## src/design/bic_pkg.sv

```systemverilog
// ----------------------------------------------------------------------------
// bic_pkg
// Shared widths, codes and helpers for the Butterworth IIR cascade unit.
// ----------------------------------------------------------------------------
package bic_pkg;

  localparam int MAX_PAIRS       = 4;
  localparam int SAMPLE_BITS     = 16;
  localparam int COEF_FRAC_BITS  = 15;
  localparam int STATE_FRAC_BITS = 8;

  localparam int COEF_BITS    = COEF_FRAC_BITS + 3;
  localparam int STATE_BITS   = SAMPLE_BITS + STATE_FRAC_BITS;
  localparam int NUM_SECTIONS = MAX_PAIRS + 1;
  localparam int NUM_COEFS    = 2 + 3 * MAX_PAIRS;

  localparam int SEC_W     = $clog2(NUM_SECTIONS);
  localparam int COEF_AW   = $clog2(NUM_COEFS);
  localparam int OPND_BITS = STATE_BITS + 3;
  localparam int PROD_BITS = COEF_BITS + OPND_BITS;
  localparam int ACC_BITS  = PROD_BITS + 1;

  localparam int POLE_BITS = 4;
  localparam int CFG_BITS  = POLE_BITS;
  localparam int CFG_AW    = 1;

  // configuration register indexes
  localparam logic [CFG_AW-1:0] REG_FILTER_MODE = 1'd0;
  localparam logic [CFG_AW-1:0] REG_POLE_COUNT  = 1'd1;

  // input word opcodes
  localparam logic OP_SAMPLE = 1'b0;
  localparam logic OP_COEF   = 1'b1;

  typedef enum logic [2:0] {
    ST_IDLE,
    ST_SEC_RD,
    ST_LOAD,
    ST_TERM,
    ST_DRAIN,
    ST_WB,
    ST_OUT
  } bic_state_t;

  // one delay memory row: the past inputs and outputs of a section
  typedef struct packed {
    logic signed [STATE_BITS-1:0] in1;
    logic signed [STATE_BITS-1:0] in2;
    logic signed [STATE_BITS-1:0] out1;
    logic signed [STATE_BITS-1:0] out2;
  } dly_row_t;

  // first coefficient address of a section
  function automatic logic [COEF_AW-1:0] coef_base(input logic [SEC_W-1:0] sec);
    logic [COEF_AW-1:0] base;
    if (sec == '0) begin
      base = '0;
    end else begin
      base = COEF_AW'(3 * int'(sec) - 1);
    end
    return base;
  endfunction

endpackage

```

## src/design/butterworth_iir_cascade_unit.sv

```systemverilog
// ----------------------------------------------------------------------------
// butterworth_iir_cascade_unit
// Butterworth low/high-pass cascade: optional first-order section plus up to
// four biquads, one shared multiply-accumulate, state held in memories.
// ----------------------------------------------------------------------------
// Usage:
// - input channel (in_valid/in_ready): each word either writes one Q3.15
//   coefficient (opcode 1, no result) or filters one sample (opcode 0, one
//   result). start_of_trace on a sample word clears all section delays first.
// - output channel (out_valid/out_ready): sample_out with its saturated flag.
// - cfg_write/cfg_index/cfg_data set filter_mode and pole_count; write them
//   only while the unit is idle.
// Sequence:
// - a coefficient word is written while the unit stays idle.
// - a sample word runs the first-order section (odd pole count), then each
//   biquad, then the output state; the shared multiplier walks the terms of
//   each section one per cycle, and each reads and writes its delay row once.
// - in_ready is high only between samples; a new word is taken while the
//   last result still waits on the output register.
// Reset: coefficients and delays read as zero, both registers clear to zero.
// Stall: if out_ready stays low, the next finished sample waits in the final
//   state until the output register frees up, and no word is taken meanwhile.
// ----------------------------------------------------------------------------
module butterworth_iir_cascade_unit (
  input  logic                                       clk,
  input  logic                                       rst,
  input  logic                                       cfg_write,
  input  logic [bic_pkg::CFG_AW-1:0]                 cfg_index,
  input  logic [bic_pkg::CFG_BITS-1:0]               cfg_data,
  input  logic                                       in_valid,
  output logic                                       in_ready,
  input  logic                                       opcode,
  input  logic                                       start_of_trace,
  input  logic signed [bic_pkg::SAMPLE_BITS-1:0]     sample_in,
  input  logic [bic_pkg::COEF_AW-1:0]                coef_index,
  input  logic signed [bic_pkg::COEF_BITS-1:0]       coef_value,
  output logic                                       out_valid,
  input  logic                                       out_ready,
  output logic signed [bic_pkg::SAMPLE_BITS-1:0]     sample_out,
  output logic                                       saturated
);
  import bic_pkg::*;

  localparam logic signed [ACC_BITS-1:0] ROUND_ACC =
    ACC_BITS'(1) <<< (COEF_FRAC_BITS - 1);
  localparam logic signed [STATE_BITS:0] ROUND_OUT =
    (STATE_BITS + 1)'(1) <<< (STATE_FRAC_BITS - 1);
  localparam logic signed [SAMPLE_BITS-1:0] OUT_MAX = {1'b0, {(SAMPLE_BITS-1){1'b1}}};
  localparam logic signed [SAMPLE_BITS-1:0] OUT_MIN = {1'b1, {(SAMPLE_BITS-1){1'b0}}};
  localparam logic signed [STATE_BITS-1:0]  ST_MAX  = {1'b0, {(STATE_BITS-1){1'b1}}};
  localparam logic signed [STATE_BITS-1:0]  ST_MIN  = {1'b1, {(STATE_BITS-1){1'b0}}};

  // configuration registers
  logic                 filter_mode;
  logic [POLE_BITS-1:0] pole_count;

  // control
  bic_state_t              state, state_next;
  logic [SEC_W-1:0]        sec;
  logic [1:0]              t;
  logic [NUM_SECTIONS-1:0] dly_valid;
  logic [NUM_COEFS-1:0]    coef_valid;
  logic                    prod_vld;
  logic                    prod_first;

  // memories
  logic signed [COEF_BITS-1:0] coef_mem [NUM_COEFS];
  dly_row_t                    dly_mem  [NUM_SECTIONS];

  // read data
  logic signed [COEF_BITS-1:0] coef_q;
  logic                        coef_vq;
  dly_row_t                    row_q;
  logic                        row_vq;

  // datapath
  logic signed [STATE_BITS-1:0] v;
  logic                         sat;
  logic signed [STATE_BITS-1:0] hold_in1;
  logic signed [STATE_BITS-1:0] hold_out1;
  logic signed [OPND_BITS-1:0]  op0, op1, op2;
  logic signed [PROD_BITS-1:0]  prod;
  logic signed [ACC_BITS-1:0]   acc;

  // strobes from the sequencer
  logic dly_rd, coef_rd, ops_load, mac_en, dly_wr, out_load;

  logic                   in_fire, sample_fire, coef_fire;
  logic [SEC_W-1:0]       pairs;
  logic [1:0]             last_t;
  logic [COEF_AW-1:0]     coef_addr;
  dly_row_t               row_eff;
  logic signed [COEF_BITS-1:0] coef_eff;
  logic signed [OPND_BITS-1:0] opnd;
  logic signed [OPND_BITS-1:0] p_x, p1_x, p2_x, d;
  logic signed [ACC_BITS-1:0]  acc_rnd;
  logic signed [ACC_BITS-COEF_FRAC_BITS-1:0] acc_sh;
  logic signed [STATE_BITS-1:0] y;
  logic                         y_clip;
  logic signed [STATE_BITS:0]   r_rnd;
  logic signed [SAMPLE_BITS:0]  r_sh;
  logic signed [SAMPLE_BITS-1:0] r_out;
  logic                          r_clip;

  assign in_fire     = in_valid && in_ready;
  assign sample_fire = in_fire && (opcode == OP_SAMPLE);
  assign coef_fire   = in_fire && (opcode == OP_COEF);

  // biquad count, limited to the number of biquads built
  assign pairs  = (pole_count[POLE_BITS-1:1] > (POLE_BITS-1)'(MAX_PAIRS)) ?
                  SEC_W'(MAX_PAIRS) : SEC_W'(pole_count[POLE_BITS-1:1]);
  assign last_t = (sec == '0) ? 2'd1 : 2'd2;

  // next state
  always_comb begin
    state_next = state;
    unique case (state)
      ST_IDLE: begin
        if (sample_fire) begin
          if (pole_count[0] || (pairs != '0)) begin
            state_next = ST_SEC_RD;
          end else begin
            state_next = ST_OUT;
          end
        end
      end
      ST_SEC_RD: state_next = ST_LOAD;
      ST_LOAD:   state_next = ST_TERM;
      ST_TERM: begin
        if (t == last_t) begin
          state_next = ST_DRAIN;
        end
      end
      ST_DRAIN: state_next = ST_WB;
      ST_WB: begin
        if (sec < pairs) begin
          state_next = ST_SEC_RD;
        end else begin
          state_next = ST_OUT;
        end
      end
      ST_OUT: begin
        if (!out_valid || out_ready) begin
          state_next = ST_IDLE;
        end
      end
      default: state_next = ST_IDLE;
    endcase
  end

  // sequencer strobes
  always_comb begin
    in_ready = 1'b0;
    dly_rd   = 1'b0;
    coef_rd  = 1'b0;
    ops_load = 1'b0;
    mac_en   = 1'b0;
    dly_wr   = 1'b0;
    out_load = 1'b0;
    unique case (state)
      ST_IDLE:   in_ready = 1'b1;
      ST_SEC_RD: begin
        dly_rd  = 1'b1;
        coef_rd = 1'b1;
      end
      ST_LOAD:   ops_load = 1'b1;
      ST_TERM: begin
        mac_en  = 1'b1;
        coef_rd = (t != last_t);
      end
      ST_DRAIN:  ;
      ST_WB:     dly_wr = 1'b1;
      ST_OUT:    out_load = !out_valid || out_ready;
      default:   ;
    endcase
  end

  // control registers
  always_ff @(posedge clk) begin
    if (rst) begin
      state       <= ST_IDLE;
      filter_mode <= 1'b0;
      pole_count  <= '0;
      sec         <= '0;
      t           <= '0;
      dly_valid   <= '0;
      coef_valid  <= '0;
      prod_vld    <= 1'b0;
      prod_first  <= 1'b0;
      out_valid   <= 1'b0;
    end else begin
      state <= state_next;
      if (cfg_write) begin
        unique case (cfg_index)
          REG_FILTER_MODE: filter_mode <= cfg_data[0];
          REG_POLE_COUNT:  pole_count  <= cfg_data[POLE_BITS-1:0];
          default: ;
        endcase
      end
      if (coef_fire && (coef_index < COEF_AW'(NUM_COEFS))) begin
        coef_valid[coef_index] <= 1'b1;
      end
      // section walk
      if (sample_fire) begin
        sec <= pole_count[0] ? SEC_W'(0) : SEC_W'(1);
        if (start_of_trace) begin
          dly_valid <= '0;
        end
      end else if (dly_wr) begin
        dly_valid[sec] <= 1'b1;
        sec            <= sec + SEC_W'(1);
      end
      // term counter
      if (ops_load) begin
        t <= '0;
      end else if (mac_en) begin
        t <= t + 2'd1;
      end
      prod_vld   <= mac_en;
      prod_first <= mac_en && (t == 2'd0);
      // output register
      if (out_load) begin
        out_valid <= 1'b1;
      end else if (out_ready) begin
        out_valid <= 1'b0;
      end
    end
  end

  // coefficient memory
  assign coef_addr = coef_base(sec) + ((state == ST_SEC_RD) ? COEF_AW'(0) : COEF_AW'(t + 2'd1));

  always_ff @(posedge clk) begin
    if (coef_fire && (coef_index < COEF_AW'(NUM_COEFS))) begin
      coef_mem[coef_index] <= coef_value;
    end
    if (coef_rd) begin
      coef_q  <= coef_mem[coef_addr];
      coef_vq <= coef_valid[coef_addr];
    end
  end

  // delay memory
  always_ff @(posedge clk) begin
    if (dly_wr) begin
      dly_mem[sec] <= '{in1: v, in2: hold_in1, out1: y, out2: hold_out1};
    end
    if (dly_rd) begin
      row_q  <= dly_mem[sec];
      row_vq <= dly_valid[sec];
    end
  end

  assign row_eff  = row_vq ? row_q : '0;
  assign coef_eff = coef_vq ? coef_q : '0;

  // numerator term of the section
  assign p_x  = OPND_BITS'(v);
  assign p1_x = OPND_BITS'(row_eff.in1);
  assign p2_x = OPND_BITS'(row_eff.in2);
  always_comb begin
    if (sec == '0) begin
      d = filter_mode ? (p_x - p1_x) : (p_x + p1_x);
    end else begin
      d = filter_mode ? (p_x - (p1_x <<< 1) + p2_x) : (p_x + (p1_x <<< 1) + p2_x);
    end
  end

  always_comb begin
    unique case (t)
      2'd0:    opnd = op0;
      2'd1:    opnd = op1;
      default: opnd = op2;
    endcase
  end

  // rescale of the section sum
  assign acc_rnd = acc + ROUND_ACC;
  assign acc_sh  = acc_rnd[ACC_BITS-1:COEF_FRAC_BITS];
  always_comb begin
    y      = acc_sh[STATE_BITS-1:0];
    y_clip = 1'b0;
    if (acc_sh > (ACC_BITS-COEF_FRAC_BITS)'(ST_MAX)) begin
      y      = ST_MAX;
      y_clip = 1'b1;
    end else if (acc_sh < (ACC_BITS-COEF_FRAC_BITS)'(ST_MIN)) begin
      y      = ST_MIN;
      y_clip = 1'b1;
    end
  end

  // final rounding to the sample grid
  assign r_rnd = (STATE_BITS+1)'(v) + ROUND_OUT;
  assign r_sh  = r_rnd[STATE_BITS:STATE_FRAC_BITS];
  always_comb begin
    r_out  = r_sh[SAMPLE_BITS-1:0];
    r_clip = 1'b0;
    if (r_sh > (SAMPLE_BITS+1)'(OUT_MAX)) begin
      r_out  = OUT_MAX;
      r_clip = 1'b1;
    end else if (r_sh < (SAMPLE_BITS+1)'(OUT_MIN)) begin
      r_out  = OUT_MIN;
      r_clip = 1'b1;
    end
  end

  // datapath registers
  always_ff @(posedge clk) begin
    if (sample_fire) begin
      v   <= {sample_in, {STATE_FRAC_BITS{1'b0}}};
      sat <= 1'b0;
    end else if (dly_wr) begin
      v   <= y;
      sat <= sat | y_clip;
    end
    if (ops_load) begin
      op0       <= d;
      op1       <= -OPND_BITS'(row_eff.out1);
      op2       <= -OPND_BITS'(row_eff.out2);
      hold_in1  <= row_eff.in1;
      hold_out1 <= row_eff.out1;
    end
    if (mac_en) begin
      prod <= coef_eff * opnd;
    end
    if (prod_vld) begin
      acc <= (prod_first ? ACC_BITS'(0) : acc) + ACC_BITS'(prod);
    end
    if (out_load) begin
      sample_out <= r_out;
      saturated  <= sat | r_clip;
    end
  end

endmodule
```

## config.mk

```make
export PLATFORM = sky130hd
export DESIGN_NAME = butterworth_iir_cascade_unit
export DESIGN_NICKNAME = d
export VERILOG_FILES = /design/src/design/bic_pkg.sv /design/src/design/butterworth_iir_cascade_unit.sv
export SDC_FILE = /design/constraint.sdc
export NUM_CORES = 2
export LEC_CHECK = 0
export ABC_CLOCK_PERIOD_IN_PS = 12100
export BUFFER_PORTS_ARGS = -buffer_cell sky130_fd_sc_hd__clkbuf_2
export CAP_MARGIN = 20
export CORE_MARGIN = 4
export CORE_UTILIZATION = 50
export CTS_BUF_LIST = sky130_fd_sc_hd__clkbuf_16
export CTS_CLUSTER_DIAMETER = 100
export DETAILED_ROUTE_END_ITERATION = 8
export PLACE_DENSITY = 0.73
export SKIP_CTS_REPAIR_TIMING = 1
export SLEW_MARGIN = 20
export SYNTH_ARGS = -nofsm -noshare
export SYNTH_HDL_FRONTEND = slang
export SYNTH_SLANG_ARGS = --single-unit
```

## constraint.sdc

```tcl
create_clock -name clk -period 12.1 [get_ports clk]
set_input_delay 3.025 -clock clk [delete_from_list [all_inputs] [get_ports clk]]
set_output_delay 3.025 -clock clk [all_outputs]
set_load 0.01 [all_outputs]
```

==> reports/results.ini <==
[run_status]
status = complete, no violations

[routing]
routed_via_density = 5.86
drtAntennaViolNets = 0
firstDrtPassIters = 6
drc = 0
drtIter0Drc = 4989
wl_per_cell_um = 23.6
wl_mm = 180
vias = 44721

[yosys]
syn_area_per_cell_um2 = 12.1
synthDistinctLibCells = 85
async_flop_share = 0
yosys_warnings = 0
yosys.area.top_type = edfxtp_1
synthTopCellsByArea = edfxtp_1 (48%), fa_1 (15%), ha_1 (4.4%)
ys_ff_latch = 1144
ys_seq_area_frac = 0.490
synth_nets = 6565
syn-instance-count = 5744
yosysTopAreaCellShare = 0.477
yosys-top-cells-count = edfxtp_1 (1,100), inv_1 (743), nand2_1 (565), fa_1 (525), nor2_1 (489)
post-synth-top-count-cell = edfxtp_1
synth_edf_count = 1100
synth_ff_type = edfxtp_1
syn-cell-area_mm2 = 0.0693

[critical_path]
cpMostUsedCell = inv_1
crit_required_ns = 12.55
worst_ep_arrival_time_ns = 9.09
worstSetupEndpointType = flop
path_max_fanout = 52
cpMaxStageDelayCell = o311ai_0
start_kind = flop
slowest_delay_ns = 1.11
path_delay_family = compound AO/OA/AOI/OAI gates
critPathKind = flop to flop
critPathBufInv = 9

[timing]
fin_skew_ns = 0.0441
fin_crit_sh = 0.715
tightestPinTransition_ns = 1.33
hold_viol_final = 0
finalSetupViolations = 0
min_period_ns = 8.65
finalMaxSlewViolations = 0
holdWs_ns = 0.466
slew_headroom = 0.104
fmax_mhz = 116
tns_ns = 0
rsz0062_at_grt = false

[cts]
htreeDepth = 3
tritoncts = yes
cts.sinks = 1144
cts-root-buf = clkbuf_16
clk-insertion-delay-late_ns = 0.72
cts.path.max_buffers = 3
cts_made_buffers = 107
clkTransAtPathRegs_ns = 0.07

[die]
die_w_um = 380
dieArea_mm2 = 0.145
io_pins = 69
design.core.area_mm2 = 0.137
initial_core_util = 0.504
die_h_um = 380
placementRows = 136

[run]
maxCapViolations = 0

[worst_hold_path]
hold_class = flop to flop

[global_route]
grt_antenna_before_repair = 6
grt.total_usage = 0.249
grt_pass1_vias = 44760
grt_pass1_wl_mm = 275
grt_overflow_total = 0
grt_max_degree = 73

[place]
port_buffers = 68
gp_congestion = 0.962
dp_hpwl_mm = 127

[layout]
nets = 6575
num-fill-cells = 11229
drive_above_1_share = 0.0870
syn2layout_area_growth_pct = 8.56

==> path summary, 6_finish.rpt <==
path,from,to,slack [ns],cells past startpoint
hold / removal,dly_valid[2],dly_valid[2],0.47,1
setup / recovery,t[0],prod[44],3.45,29
hold reg to reg,dly_valid[2],dly_valid[2],0.47,1
setup reg to reg,t[0],prod[44],3.45,29
==> per-layer routing <==
layer	wire length [um]	up-vias	GRT usage
met1	74800	22556	0.358
met2	82700	2028	0.391
met3	16700	294	0.0459
li1	-	19841	-
met5	13	-	0
met4	5790	2	0.0735
==> area by class of cell <==
class	count	area, um2	share of cell area
antenna	1	2.50	0.0000333
clock buffer	110	2750	0.0366
clock inverter	84	768	0.0102
inverter	744	2790	0.0371
multi-input combinational	3617	31800	0.423
sequential	1144	33900	0.451
tap	1794	2240	0.0299
timing repair buffer	140	881	0.0117
==> state kept, by name, summed over array words and instances (netlist names), 2 cells and up <==
name        count
coef_q         18
hold_in1       24
v              24
coef_valid     14
op0            27
acc            46
coef_mem      252
op2            27
prod           45
sample_out     16
dly_valid       5
sec             3
state           3
hold_out1      24
row_q          96
pole_count      4
op1            26
t               2
dly_mem       480
==> cell families after synthesis <==
logic type | count (synthesis) | share of synthesized area
buf+inv | 983 | 0.0537
simple gates | 1443 | 0.0919
fa+ha+maj | 771 | 0.196
mux | 228 | 0.0524
flops | 1144 | 0.490
xor+xnor | 225 | 0.0285
compound gates | 950 | 0.0878
==> layout by cell type, fill, tap and decap left out, types with 34 or more instances in the layout <==
cell          n
xor2_1       62
mux4_2      103
a22oi_1      76
clkbuf_16   110
clkbuf_2     68
dfxtp_1      39
edfxtp_1   1100
nand3_1      48
inv_1       773
a21oi_1     281
nor2b_1      71
fa_1        524
nor2_1      475
and2_1       50
nand2b_1     34
a21o_1       92
a31oi_1      35
mux2i_1      80
buf_4        72
ha_1        245
nor3_1       43
xnor2_1     161
o21ai_0     199
nand2_1     565
mux2_2       45
==> stage by stage <==
stage	setup WS, ns	area, um2	std cells	util
after detailed placement	3.75	71700	7439	0.521
after CTS	3.69	75200	7633	0.547
after global routing	3.18	75200	7634	0.547
final	3.45	75200	7634	0.547
after floorplan	1.07	69300	5744	-
after global placement	3.83	71700	7439	0.521
Power is left out: the tool's default activity adds up to more than one toggle a clock period on the data nets, which glitch-free logic cannot reach.
